[config.mk]
export PLATFORM = sky130hd
export DESIGN_NAME = sharpen_3x3_filter_core_flat
export DESIGN_NICKNAME = d
export VERILOG_FILES = /design/src/rtl/shp_pkg.sv /design/src/rtl/shp_pix_if.sv /design/src/rtl/shp_res_if.sv /design/src/rtl/shp_cfg_if.sv /design/src/rtl/sharpen_3x3_filter_core.sv /design/src/rtl/shp_kernel.sv /design/src/flat_wrapper.sv
export SDC_FILE = /design/constraint.sdc
export NUM_CORES = 2
export LEC_CHECK = 0
export BUFFER_PORTS_ARGS = -buffer_cell sky130_fd_sc_hd__buf_2
export CORE_MARGIN = 2
export CORE_UTILIZATION = 59
export DETAILED_ROUTE_END_ITERATION = 8
export PLACE_DENSITY_LB_ADDON = 0.2
export SETUP_SLACK_MARGIN = 0.02
export SYNTH_ARGS = -nofsm -noshare
export SYNTH_HDL_FRONTEND = slang
export SYNTH_SLANG_ARGS = --single-unit
[constraint.sdc]
create_clock -name clk -period 15 [get_ports clk]
set_input_delay 4.5 -clock clk [delete_from_list [all_inputs] [get_ports clk]]
set_output_delay 4.5 -clock clk [all_outputs]
set_load 0.05 [all_outputs]
[src/rtl/shp_pkg.sv]
package shp_pkg;

    localparam int MAX_WIDTH_DEF  = 128;
    localparam int MAX_HEIGHT_DEF = 128;

    localparam int PIX_W     = 8;
    localparam int COORD_W   = 7;
    localparam int CFG_IDX_W = 2;
    localparam int CFG_W     = 8;
    localparam int NSUM_W    = PIX_W + 3;

    // configuration register indexes
    localparam logic [CFG_IDX_W-1:0] REG_FRAME_WIDTH  = 2'd0;
    localparam logic [CFG_IDX_W-1:0] REG_FRAME_HEIGHT = 2'd1;
    localparam logic [CFG_IDX_W-1:0] REG_GAIN_EIGHTHS = 2'd2;

    localparam logic [CFG_W-1:0] FRAME_WIDTH_RST  = 8'd80;
    localparam logic [CFG_W-1:0] FRAME_HEIGHT_RST = 8'd60;
    localparam logic [CFG_W-1:0] GAIN_EIGHTHS_RST = 8'd32;

    localparam int MIN_DIM = 3;

    typedef struct packed {
        logic [COORD_W-1:0] row;
        logic [COORD_W-1:0] col;
        logic               frame_end;
    } shp_meta_t;

endpackage

[src/rtl/shp_pix_if.sv]
interface shp_pix_if;
    import shp_pkg::*;

    logic             valid;
    logic             ready;
    logic [PIX_W-1:0] pixel_in;
    logic             frame_start;

    modport source (output valid, output pixel_in, output frame_start, input ready);
    modport sink (input valid, input pixel_in, input frame_start, output ready);
endinterface

[src/rtl/shp_res_if.sv]
interface shp_res_if;
    import shp_pkg::*;

    logic               valid;
    logic               ready;
    logic [PIX_W-1:0]   sharp_pixel;
    logic [COORD_W-1:0] out_row;
    logic [COORD_W-1:0] out_col;
    logic               frame_end;

    modport source (output valid, output sharp_pixel, output out_row, output out_col,
                    output frame_end, input ready);
    modport sink (input valid, input sharp_pixel, input out_row, input out_col,
                  input frame_end, output ready);
endinterface

[src/rtl/shp_cfg_if.sv]
interface shp_cfg_if;
    import shp_pkg::*;

    logic                 valid;
    logic                 ready;
    logic [CFG_IDX_W-1:0] index;
    logic [CFG_W-1:0]     data;

    modport source (output valid, output index, output data, input ready);
    modport sink (input valid, input index, input data, output ready);
endinterface

[src/rtl/sharpen_3x3_filter_core.sv]
// channel   dir  word                                           handshake
// cfg       in   index, data                                    valid/ready, ready always high
// pixels    in   pixel_in, frame_start                          valid/ready
// results   out  sharp_pixel, out_row, out_col, frame_end       valid/ready
//
// one pixel word accepted per cycle while the results channel does not stall; a result
// leaves its closing pixel through line store read, product stage and output register
// the line stores are single synchronous memories, read on accept and written
// as the word leaves the window stage; a same-column rewrite is forwarded from the write stage
// reset clears counters, window and valids; line stores need no clearing pass
// a stalled results channel holds the pipeline back and drops pixels.ready
module sharpen_3x3_filter_core #(
    parameter int MAX_WIDTH  = shp_pkg::MAX_WIDTH_DEF,
    parameter int MAX_HEIGHT = shp_pkg::MAX_HEIGHT_DEF
) (
    input  logic      clk,
    input  logic      rst_n,
    shp_cfg_if.sink   cfg,
    shp_pix_if.sink   pixels,
    shp_res_if.source results
);
    import shp_pkg::*;

    localparam int CW  = $clog2(MAX_WIDTH + 1);
    localparam int RW  = $clog2(MAX_HEIGHT + 1);
    localparam int AW  = $clog2(MAX_WIDTH);
    localparam int WCW = (CW > CFG_W) ? CW : CFG_W;
    localparam int HCW = (RW > CFG_W) ? RW : CFG_W;

    // configuration
    logic [CFG_W-1:0] frame_width_reg;
    logic [CFG_W-1:0] frame_height_reg;
    logic [CFG_W-1:0] gain_eighths_reg;

    logic [WCW-1:0]   fw_ext;
    logic [HCW-1:0]   fh_ext;
    logic [CW-1:0]    wid;
    logic [RW-1:0]    hgt;

    // position
    logic [CW-1:0]    col_reg;
    logic [RW-1:0]    row_reg;
    logic [CW-1:0]    col_s;
    logic [RW-1:0]    row_s;
    logic [CW-1:0]    col_p;
    logic [RW-1:0]    row_p;
    logic [CW-1:0]    col_next;
    logic [RW-1:0]    row_next;
    logic [AW-1:0]    rd_addr;
    logic             emit;
    shp_meta_t        meta;

    // line stores
    logic [PIX_W-1:0] upper_mem [MAX_WIDTH];
    logic [PIX_W-1:0] lower_mem [MAX_WIDTH];
    logic [PIX_W-1:0] top_rd_reg;
    logic [PIX_W-1:0] mid_rd_reg;
    logic             fwd_reg;
    logic [PIX_W-1:0] fwd_top_reg;
    logic [PIX_W-1:0] fwd_mid_reg;

    // window stage
    logic             s1_valid_reg;
    logic             s1_emit_reg;
    logic [PIX_W-1:0] s1_pix_reg;
    logic [AW-1:0]    s1_addr_reg;
    shp_meta_t        s1_meta_reg;
    logic [PIX_W-1:0] win_reg [6];

    logic             accept;
    logic             s1_adv;
    logic             k_ready;
    logic [PIX_W-1:0] top_eff;
    logic [PIX_W-1:0] mid_eff;
    logic [NSUM_W-1:0] nsum;

    assign cfg.ready = 1'b1;

    always_ff @(posedge clk or negedge rst_n)
    begin
        if (!rst_n)
        begin
            frame_width_reg  <= FRAME_WIDTH_RST;
            frame_height_reg <= FRAME_HEIGHT_RST;
            gain_eighths_reg <= GAIN_EIGHTHS_RST;
        end
        else if (cfg.valid)
        begin
            case (cfg.index)
                REG_FRAME_WIDTH:  frame_width_reg  <= cfg.data;
                REG_FRAME_HEIGHT: frame_height_reg <= cfg.data;
                REG_GAIN_EIGHTHS: gain_eighths_reg <= cfg.data;
                default:          ;
            endcase
        end
    end

    assign fw_ext = WCW'(frame_width_reg);
    assign fh_ext = HCW'(frame_height_reg);

    always_comb
    begin
        if (fw_ext < WCW'(MIN_DIM))
        begin
            wid = CW'(MIN_DIM);
        end
        else if (fw_ext > WCW'(MAX_WIDTH))
        begin
            wid = CW'(MAX_WIDTH);
        end
        else
        begin
            wid = CW'(fw_ext);
        end
        if (fh_ext < HCW'(MIN_DIM))
        begin
            hgt = RW'(MIN_DIM);
        end
        else if (fh_ext > HCW'(MAX_HEIGHT))
        begin
            hgt = RW'(MAX_HEIGHT);
        end
        else
        begin
            hgt = RW'(fh_ext);
        end
    end

    // position of the incoming word, and where the next one lands
    always_comb
    begin
        col_s = pixels.frame_start ? '0 : col_reg;
        row_s = pixels.frame_start ? '0 : row_reg;
        col_p = col_s;
        row_p = row_s;
        // geometry may have shrunk since the last word
        if (col_s >= wid)
        begin
            col_p = '0;
            row_p = row_s + RW'(1);
        end
        if (row_p >= hgt)
        begin
            row_p = '0;
        end
        col_next = col_p + CW'(1);
        row_next = row_p;
        if (col_next >= wid)
        begin
            col_next = '0;
            row_next = row_p + RW'(1);
        end
        if (row_next >= hgt)
        begin
            row_next = '0;
        end
    end

    assign rd_addr        = col_p[AW-1:0];
    assign emit           = (row_p >= RW'(2)) && (col_p >= CW'(2));
    assign meta.row       = COORD_W'(row_p - RW'(1));
    assign meta.col       = COORD_W'(col_p - CW'(1));
    assign meta.frame_end = (row_p == hgt - RW'(1)) && (col_p == wid - CW'(1));

    assign s1_adv        = s1_valid_reg && (!s1_emit_reg || k_ready);
    assign pixels.ready  = !s1_valid_reg || s1_adv;
    assign accept        = pixels.valid && pixels.ready;

    assign top_eff = fwd_reg ? fwd_top_reg : top_rd_reg;
    assign mid_eff = fwd_reg ? fwd_mid_reg : mid_rd_reg;

    always_ff @(posedge clk or negedge rst_n)
    begin
        if (!rst_n)
        begin
            col_reg      <= '0;
            row_reg      <= '0;
            s1_valid_reg <= 1'b0;
            fwd_reg      <= 1'b0;
        end
        else
        begin
            if (accept)
            begin
                col_reg      <= col_next;
                row_reg      <= row_next;
                s1_valid_reg <= 1'b1;
                fwd_reg      <= s1_adv && (s1_addr_reg == rd_addr);
            end
            else if (s1_adv)
            begin
                s1_valid_reg <= 1'b0;
            end
        end
    end

    // read before write: an overlap with the same column goes through fwd
    always_ff @(posedge clk)
    begin
        if (s1_adv)
        begin
            upper_mem[s1_addr_reg] <= mid_eff;
            lower_mem[s1_addr_reg] <= s1_pix_reg;
        end
        if (accept)
        begin
            top_rd_reg <= upper_mem[rd_addr];
            mid_rd_reg <= lower_mem[rd_addr];
        end
    end

    always_ff @(posedge clk)
    begin
        if (accept)
        begin
            s1_pix_reg  <= pixels.pixel_in;
            s1_addr_reg <= rd_addr;
            s1_emit_reg <= emit;
            s1_meta_reg <= meta;
            fwd_top_reg <= mid_eff;
            fwd_mid_reg <= s1_pix_reg;
        end
    end

    always_ff @(posedge clk or negedge rst_n)
    begin
        if (!rst_n)
        begin
            for (int i = 0; i < 6; i++)
            begin
                win_reg[i] <= '0;
            end
        end
        else if (s1_adv)
        begin
            win_reg[0] <= win_reg[1];
            win_reg[1] <= top_eff;
            win_reg[2] <= win_reg[3];
            win_reg[3] <= mid_eff;
            win_reg[4] <= win_reg[5];
            win_reg[5] <= s1_pix_reg;
        end
    end

    assign nsum = NSUM_W'(win_reg[0]) + NSUM_W'(win_reg[1]) + NSUM_W'(top_eff)
                + NSUM_W'(win_reg[2]) + NSUM_W'(mid_eff)
                + NSUM_W'(win_reg[4]) + NSUM_W'(win_reg[5]) + NSUM_W'(s1_pix_reg);

    shp_kernel u_kernel (
        .clk      (clk),
        .rst_n    (rst_n),
        .in_valid (s1_valid_reg && s1_emit_reg),
        .in_ready (k_ready),
        .centre   (win_reg[3]),
        .nsum     (nsum),
        .gain     (gain_eighths_reg),
        .meta     (s1_meta_reg),
        .results  (results)
    );

endmodule

[src/rtl/shp_kernel.sv]
module shp_kernel (
    input  logic                       clk,
    input  logic                       rst_n,
    input  logic                       in_valid,
    output logic                       in_ready,
    input  logic [shp_pkg::PIX_W-1:0]  centre,
    input  logic [shp_pkg::NSUM_W-1:0] nsum,
    input  logic [shp_pkg::CFG_W-1:0]  gain,
    input  shp_pkg::shp_meta_t         meta,
    shp_res_if.source                  results
);
    import shp_pkg::*;

    localparam int POS_W = CFG_W + 1 + PIX_W + 3;
    localparam int NEG_W = CFG_W + NSUM_W;
    localparam int DIF_W = POS_W + 1;

    logic              sa_valid_reg;
    logic [POS_W-1:0]  pos_reg;
    logic [NEG_W-1:0]  neg_reg;
    shp_meta_t         sa_meta_reg;

    logic              out_valid_reg;
    logic [PIX_W-1:0]  out_pix_reg;
    shp_meta_t         out_meta_reg;

    logic              out_free;
    logic              sa_adv;
    logic              in_take;
    logic [CFG_W:0]    gain_plus;
    logic [POS_W-1:0]  pos_next;
    logic [NEG_W-1:0]  neg_next;
    logic [DIF_W-1:0]  diff;
    logic [PIX_W-1:0]  pix_next;

    assign out_free = !out_valid_reg || results.ready;
    assign sa_adv   = sa_valid_reg && out_free;
    assign in_ready = !sa_valid_reg || sa_adv;
    assign in_take  = in_valid && in_ready;

    // acc = 8*(g+8)*centre - g*nsum, in 1/64 units
    assign gain_plus = {1'b0, gain} + (CFG_W+1)'(8);
    assign pos_next  = {(CFG_W+1+PIX_W)'(gain_plus * centre), 3'b000};
    assign neg_next  = NEG_W'(gain * nsum);

    assign diff = {1'b0, pos_reg} - {{(DIF_W-NEG_W){1'b0}}, neg_reg};

    always_comb
    begin
        if (diff[DIF_W-1])
        begin
            pix_next = '0;
        end
        else if (|diff[DIF_W-2:PIX_W+6])
        begin
            pix_next = '1;
        end
        else
        begin
            pix_next = diff[PIX_W+5:6];
        end
    end

    always_ff @(posedge clk or negedge rst_n)
    begin
        if (!rst_n)
        begin
            sa_valid_reg  <= 1'b0;
            out_valid_reg <= 1'b0;
        end
        else
        begin
            if (in_take)
            begin
                sa_valid_reg <= 1'b1;
            end
            else if (sa_adv)
            begin
                sa_valid_reg <= 1'b0;
            end
            if (sa_adv)
            begin
                out_valid_reg <= 1'b1;
            end
            else if (results.ready)
            begin
                out_valid_reg <= 1'b0;
            end
        end
    end

    always_ff @(posedge clk)
    begin
        if (in_take)
        begin
            pos_reg     <= pos_next;
            neg_reg     <= neg_next;
            sa_meta_reg <= meta;
        end
        if (sa_adv)
        begin
            out_pix_reg  <= pix_next;
            out_meta_reg <= sa_meta_reg;
        end
    end

    assign results.valid       = out_valid_reg;
    assign results.sharp_pixel = out_pix_reg;
    assign results.out_row     = out_meta_reg.row;
    assign results.out_col     = out_meta_reg.col;
    assign results.frame_end   = out_meta_reg.frame_end;

endmodule

[src/flat_wrapper.sv]
// flat-port wrapper written by rule: the top's interface ports become plain ports
module sharpen_3x3_filter_core_flat import shp_pkg::*;
#(
    parameter int MAX_WIDTH  = shp_pkg::MAX_WIDTH_DEF,
    parameter int MAX_HEIGHT = shp_pkg::MAX_HEIGHT_DEF
)
  (clk, rst_n, cfg_valid, cfg_index, cfg_data, cfg_ready, pixels_valid, pixels_pixel_in, pixels_frame_start, pixels_ready, results_valid, results_sharp_pixel, results_out_row, results_out_col, results_frame_end, results_ready);
  shp_cfg_if cfg_i ();
  shp_pix_if pixels_i ();
  shp_res_if results_i ();
  input  logic clk;
  input  logic rst_n;
  input wire logic [$bits(cfg_i.valid)-1:0] cfg_valid;
  input wire logic [$bits(cfg_i.index)-1:0] cfg_index;
  input wire logic [$bits(cfg_i.data)-1:0] cfg_data;
  output wire logic [$bits(cfg_i.ready)-1:0] cfg_ready;
  input wire logic [$bits(pixels_i.valid)-1:0] pixels_valid;
  input wire logic [$bits(pixels_i.pixel_in)-1:0] pixels_pixel_in;
  input wire logic [$bits(pixels_i.frame_start)-1:0] pixels_frame_start;
  output wire logic [$bits(pixels_i.ready)-1:0] pixels_ready;
  output wire logic [$bits(results_i.valid)-1:0] results_valid;
  output wire logic [$bits(results_i.sharp_pixel)-1:0] results_sharp_pixel;
  output wire logic [$bits(results_i.out_row)-1:0] results_out_row;
  output wire logic [$bits(results_i.out_col)-1:0] results_out_col;
  output wire logic [$bits(results_i.frame_end)-1:0] results_frame_end;
  input wire logic [$bits(results_i.ready)-1:0] results_ready;
  assign cfg_i.valid = cfg_valid;
  assign cfg_i.index = cfg_index;
  assign cfg_i.data = cfg_data;
  assign cfg_ready = cfg_i.ready;
  assign pixels_i.valid = pixels_valid;
  assign pixels_i.pixel_in = pixels_pixel_in;
  assign pixels_i.frame_start = pixels_frame_start;
  assign pixels_ready = pixels_i.ready;
  assign results_valid = results_i.valid;
  assign results_sharp_pixel = results_i.sharp_pixel;
  assign results_out_row = results_i.out_row;
  assign results_out_col = results_i.out_col;
  assign results_frame_end = results_i.frame_end;
  assign results_i.ready = results_ready;
  sharpen_3x3_filter_core #(.MAX_WIDTH(MAX_WIDTH), .MAX_HEIGHT(MAX_HEIGHT)) u_core (.clk(clk), .rst_n(rst_n), .cfg(cfg_i), .pixels(pixels_i), .results(results_i));
endmodule
---- Word level (Yosys, flattened, before mapping) ----
Memories as Yosys holds them, arrays and structs flattened. A register that Yosys moved wholly into a read port is not among the register bits.
Index checks and enable logic that the tools add are counted.
Widths: inputs -> output; s select.
operators by class
  $add $sub $neg .......................... 16
  $mul .................................... 2
  equality and inequality tests ........... 5
  reductions and logical operators ........ 24
  mux-type cells .......................... 23
  magnitude comparators ................... 10
operators by type and width
  kind                 count
  $mux 8               15
  $add 11x8->11        6
  $ge 8x8->1           4
  $add 8x1->8 const B  3
  $sub 20x19->21       1
  $mul 8x11->19        1
  $mul 9x8->17         1
  $eq 8x8->1           2
  $ge 8x2->1 const B   2
  $gt 8x8->1 const B   2
  $lt 8x2->1 const B   2
  $sub 8x1->8 const B  2
  $sub 7x1->7 const B  2
  $add 8x4->9 const B  1
  $add 8x8->9          1
  $logic_and 1x1->1    8
  $mux 1               8
  $eq 7x7->1           1
  $reduce_and 2->1     3
  $reduce_bool 2->1    3
  $reduce_or 6->1      1
  $logic_not 1->1      4
  $logic_or 1x1->1     4
  $eq 2x1->1 const B   1
  other kinds (2)      2
storage, ports and cells
  input bits .............................. 24
  register bits ........................... 213
  RAM bits ................................ 2,048
  memories kept ........................... 2
memories
  memory            depth  bits a word  read ports  clocked after Yosys merged registers in  wr ports  RTL line                       text
  u_core.lower_mem  128    8            1           1                                        1         sharpen_3x3_filter_core.sv:55  logic [PIX_W-1:0] lower_mem [MAX_WIDTH];
  u_core.upper_mem  128    8            1           1                                        1         sharpen_3x3_filter_core.sv:54  logic [PIX_W-1:0] upper_mem [MAX_WIDTH];

---- Logic depth before layout (Yosys ltp) ----
  depth in word-level cells ............... 11
  depth in mapped cells ................... 37
  gate-level depth less buffers ........... 37

---- Cells and area by module ----
From an unflattened synthesis, not the netlist that was laid out.
unflattened totals
  cell total of the unflattened synthesis .. 6,984
  area, all modules ....................... 97,852.6 um^2
by module, submodules not included
  module                   area an instance (um^2)  sequential area each (um^2)  cells each  instances
  sharpen_3x3_filter_core  89,636.0                 65,651.7                     6,197       1
  shp_kernel               8,216.6                  2,272.2                      787         1

---- Least setup slack after synthesis ----
No wires, ideal clock.
  path type ............................... input to register
  start ................................... input port pixels_frame_start
  end ..................................... register u_core.row_reg[7]
  arrival ................................. 11,109 ps
  buffers on the path ..................... 12
  stages on the path ...................... 37
  slack ................................... 3,795 ps
  required time ........................... 14,904 ps
  cells stage by stage .................... nor2b_1 -> buf_4 -> inv_1 -> buf_2 -> buf_2 -> buf_2 -> buf_2 -> buf_1 -> ha_1 -> nor2b_1 -> o21a_1 -> buf_2 -> o21ai_2 -> inv_2 -> buf_2 -> buf_2 -> buf_2 -> buf_2 -> ha_1 -> nand3_1 -> xnor2_1 -> ha_1 -> and3_1 -> a21oi_1 -> o21ai_0 -> o41a_1 -> clkbuf_1 -> xnor2_1 -> ha_1 -> nand2b_1 -> a21o_1 -> a21o_1 -> a211oi_1 -> o21bai_1 -> a31oi_1 -> inv_1 -> o31ai_1
between the ends
  elaborated cells between the ends (all ways) .. 14
RTL lines
  what                    RTL line                        text
  start: declaration      flat_wrapper.sv:19              input wire logic [$bits(pixels_i.frame_start)-1:0] pixels_frame_start;
  $mux 8 *                sharpen_3x3_filter_core.sv:132  col_s = pixels.frame_start ? '0 : col_reg;
  $ge 8x8->1              sharpen_3x3_filter_core.sv:137  if (col_s >= wid)
  $mux 8 *                sharpen_3x3_filter_core.sv:137
  net u_core.col_p[0]     sharpen_3x3_filter_core.sv:45   logic [CW-1:0] col_p;
  $add 8x1->8 *           sharpen_3x3_filter_core.sv:146  col_next = col_p + CW'(1);
  $ge 8x8->1 *            sharpen_3x3_filter_core.sv:148  if (col_next >= wid)
  $mux 8 *                sharpen_3x3_filter_core.sv:148
  $ge 8x8->1              sharpen_3x3_filter_core.sv:153  if (row_next >= hgt)
  $mux 8 *                sharpen_3x3_filter_core.sv:153
  end signal: assignment  sharpen_3x3_filter_core.sv:186  row_reg <= row_next;
  end: declaration        sharpen_3x3_filter_core.sv:42   logic [RW-1:0] row_reg;
Mark *: on every way through the listed nets, which the timed path passes. The rest lies on a longest branch.
A chain may end at the register's enable or synchronous reset.

---- Final worst setup path ----
  start ................................... input port pixels_frame_start
  end ..................................... register u_core.row_reg[7]
between the ends
  longest elaborated chain between the ends .. 9
  elaborated cells between the ends (all ways) .. 14
ends and longest elaborated chain
  what                                       RTL line                                                        text
  $mux 8, on equally long branches           sharpen_3x3_filter_core.sv:133, sharpen_3x3_filter_core.sv:132
  $add 8x1->8 or $ge 8x8->1 (tied branches)  sharpen_3x3_filter_core.sv:140, sharpen_3x3_filter_core.sv:137
  $mux 8                                     sharpen_3x3_filter_core.sv:137
  $ge 8x8->1                                 sharpen_3x3_filter_core.sv:142                                  if (row_p >= hgt)
  $mux 8                                     sharpen_3x3_filter_core.sv:142
  $add 8x1->8                                sharpen_3x3_filter_core.sv:151                                  row_next = row_p + RW'(1);
  $mux 8 *                                   sharpen_3x3_filter_core.sv:148
  $ge 8x8->1                                 sharpen_3x3_filter_core.sv:153
  $mux 8 *                                   sharpen_3x3_filter_core.sv:153
Mark *: on every way between the ends. The rest lies on a longest branch, timed or not.

==> summary.txt <==
gpl congestion = 0.954
critical path class = primary input to flip-flop
synth unique cells = 100
worst path bufs/invs = 6
syn nets = 7160
Fmax = 0.0836 GHz
Warnings, synthesis = 0
post-synthesis sequential area ratio = 69.8%
Post-DP HPWL = 179000 µm
Fin Setup TNS = 0 ns
number of global-route vias before repair = 59656
status = completed
Final Worst Setup Slack = 3.04 ns
initial antenna violation count = 7
fillers = 11517
total track usage = 35.1%
design area = 108000 µm²
# DRC = 0
Core Box Area = 164000 µm²
Iteration-0 DRC Markers = 10078
count of final setup violators = 0
register bit total from synthesis = 2277
syn avg cell area = 14.2 µm²
max incr delay on CP = 0.87 ns
pin count of the biggest net entering global routing = 131
Synth Cell Area = 97300 µm²
Synth Flop Type = edfxtp_1
final hold slack = 0.395 ns
total die area = 168000 µm²
Slew Viols, Final = 0
CTS root buffer = clkbuf_16
fin crit period = 11.96 ns
Die H = 410 µm
H-tree depth = 4
CP max stage cell = clkinv_1
final hold viol count = 0
vias per cell = 6.73
Antenna Nets Post-Route = 0
Avg WL per Cell = 31.8 µm
CTS-repair resized insts = 0
TritonCTS clock tree = yes
reg2reg setup slack = 5.62 ns
Initial DRT Pass Iterations = 9
port buffer count = 48
Post-synth EDFFs = 2185
clk sinks = 2277
CTS Buf Count = 221
vias = 63049
buffer count from post-CTS setup fixing = 0
layout cells sized above 1 = 11.7%
Mapped Cells = 6844
RSZ-0062 raised after global routing = no
hold-fix buffers at CTS = 0
initial core utilization = 59.2%
Critical Path Most Common Cell = ha_1
Syn-to-layout area delta = 11.0%
Relative slew margins = 11.0%
Clock transition at path regs = 0.06 ns
Post-synth ARST share = 4.04%
Detailed Route WL = 298000 µm
worst-path fanout max = 19
Placed Area = 101000 µm²
Die X = 410 µm
Overflow after GRT = 0
max-capacitance violation count = 0
fin crit share = 79.8%
Clock Tree Buf Depth = 3
Worst Skew = 0.0699 ns
Top delay family on crit path = compound AO/OA/AOI/OAI gates
fin nets = 7302
first-pass GRT wire length = 423000 µm
Setup Slack @ Placement = 2.31 ns
CP Launch Type = primary input
slew of the pin with the lowest slew margin = 1.33 ns
number of I/O pins = 50
clk_lat worst skew = 0.89 ns
Critical Path End Type = flip-flop
worst min-delay path category = flip-flop to flip-flop
Arr. time, crit path = 12.70 ns
Required @ worst endpoint = 15.73 ns
Rows = 149
cell usage in the layout, fill, tap and decap left out, types with 98 or more instances in the layout:
master and n:
o221ai_1 98, ha_1 157, nor2_1 276, mux2_2 111, mux2i_1 251, edfxtp_1 2185
and2_1 109, nand3_1 241, nand2_1 899, clkbuf_16 222, a31oi_1 99, a21oi_1 394
inv_1 207, o21ai_0 195, fa_1 135, buf_4 258, o22ai_1 111
logic make-up after synthesis:
group / after synthesis / share of synthesized area [%]
XOR/XNOR: 95 / 0.856
buffers and inverters: 621 / 2.71
adder cells (fa/ha/maj): 292 / 4.80
AO/OA/AOI/OAI: 1364 / 9.31
flip-flops: 2277 / 69.8
other: 1 / 0.00386
multiplexers: 375 / 4.12
AND/OR/NAND/NOR: 1819 / 8.36
per-stage QoR:
stage	std cells	util [%]
final	9369	65.7
after global routing	9366	65.7
after global placement	8951	61.3
after detailed placement	8951	61.3
after floorplan	6844	-
after CTS	9365	65.7
path summary, 6_finish.rpt:
check / cells past startpoint / to / startpoint
min reg2reg: 0 / u_core.u_kernel.sa_meta_reg[14]$_DFFE_PP_ / u_core.s1_meta_reg[14]$_DFFE_PP_
max in group asynchronous: 2 / u_core.col_reg[1]$_DFFE_PN0P_ / rst_n
max: 29 / u_core.row_reg[7]$_DFFE_PN0P_ / pixels_frame_start
min: 0 / u_core.u_kernel.sa_meta_reg[14]$_DFFE_PP_ / u_core.s1_meta_reg[14]$_DFFE_PP_
max reg2reg: 30 / u_core.u_kernel.neg_reg[17]$_DFFE_PP_ / u_core.fwd_reg$_DFFE_PN0P_
min in group asynchronous: 1 / u_core.u_kernel.results.valid$_DFFE_PN0P_ / rst_n
Yosys cell counts, types with 20 or more instances:
master    count  area, µm²
a211oi_1     87        653
a21oi_1     395       1980
a221o_1      20        200
a221oi_1     54        473
a22oi_1      26        195
a31oi_1      99        619
a32oi_1      25        219
and2_1      109        682
buf_1        54        203
buf_2       165        826
buf_4        21        158
clkbuf_1    154        578
dfrtp_1      85       2130
edfxtp_1   2185      65600
fa_1        135       2700
ha_1        157       1960
inv_1       216        811
mux2_2      113       1270
mux2i_1     251       2510
nand2_1     904       3390
nand3_1     241       1210
nand4_1      30        188
nor2_1      282       1060
nor2b_1      72        450
nor3_1       56        280
nor4_1       25        156
o211ai_1     35        263
o21ai_0     197        986
o221ai_1     98        858
o22ai_1     111        694
o311ai_0     20        175
xnor2_1      72        631
xor2_1       23        201
final cells by class:
type,instances,area (µm²),share of cell area (%)
flip-flops and latches,2277,67900,62.9
multi-input cells,3946,26800,24.8
clock buffers,268,5780,5.35
well taps,2189,2740,2.54
repair buffers,315,2360,2.19
clock inverters,146,1460,1.35
inverters,225,887,0.821
diodes,3,7.51,0.00695
metal layers:
layer  global-route usage [%]  up-vias  wire, µm
met1                     47.3    31316    107000
met5                        0        -        60
met2                     52.2     4657    132000
met4                     18.1       10     18300
met3                     10.2      873     41300
li1                         -    26193         -
worst register-to-register path: cells and delay by family (launching register included):
family,cells,cell delay (ns)
muxes,1,0.75
adders and majority gates,10,4.60
and+or+nand+nor,2,0.28
xor gates and xnor gates,2,0.47
buffers and inverters,6,0.70
DFF,1,0.34
AOI/OAI and AO/OA,9,1.95
Power is not shown: default switching activity piles up to over one toggle a cycle in this logic, so the estimate is an artifact.
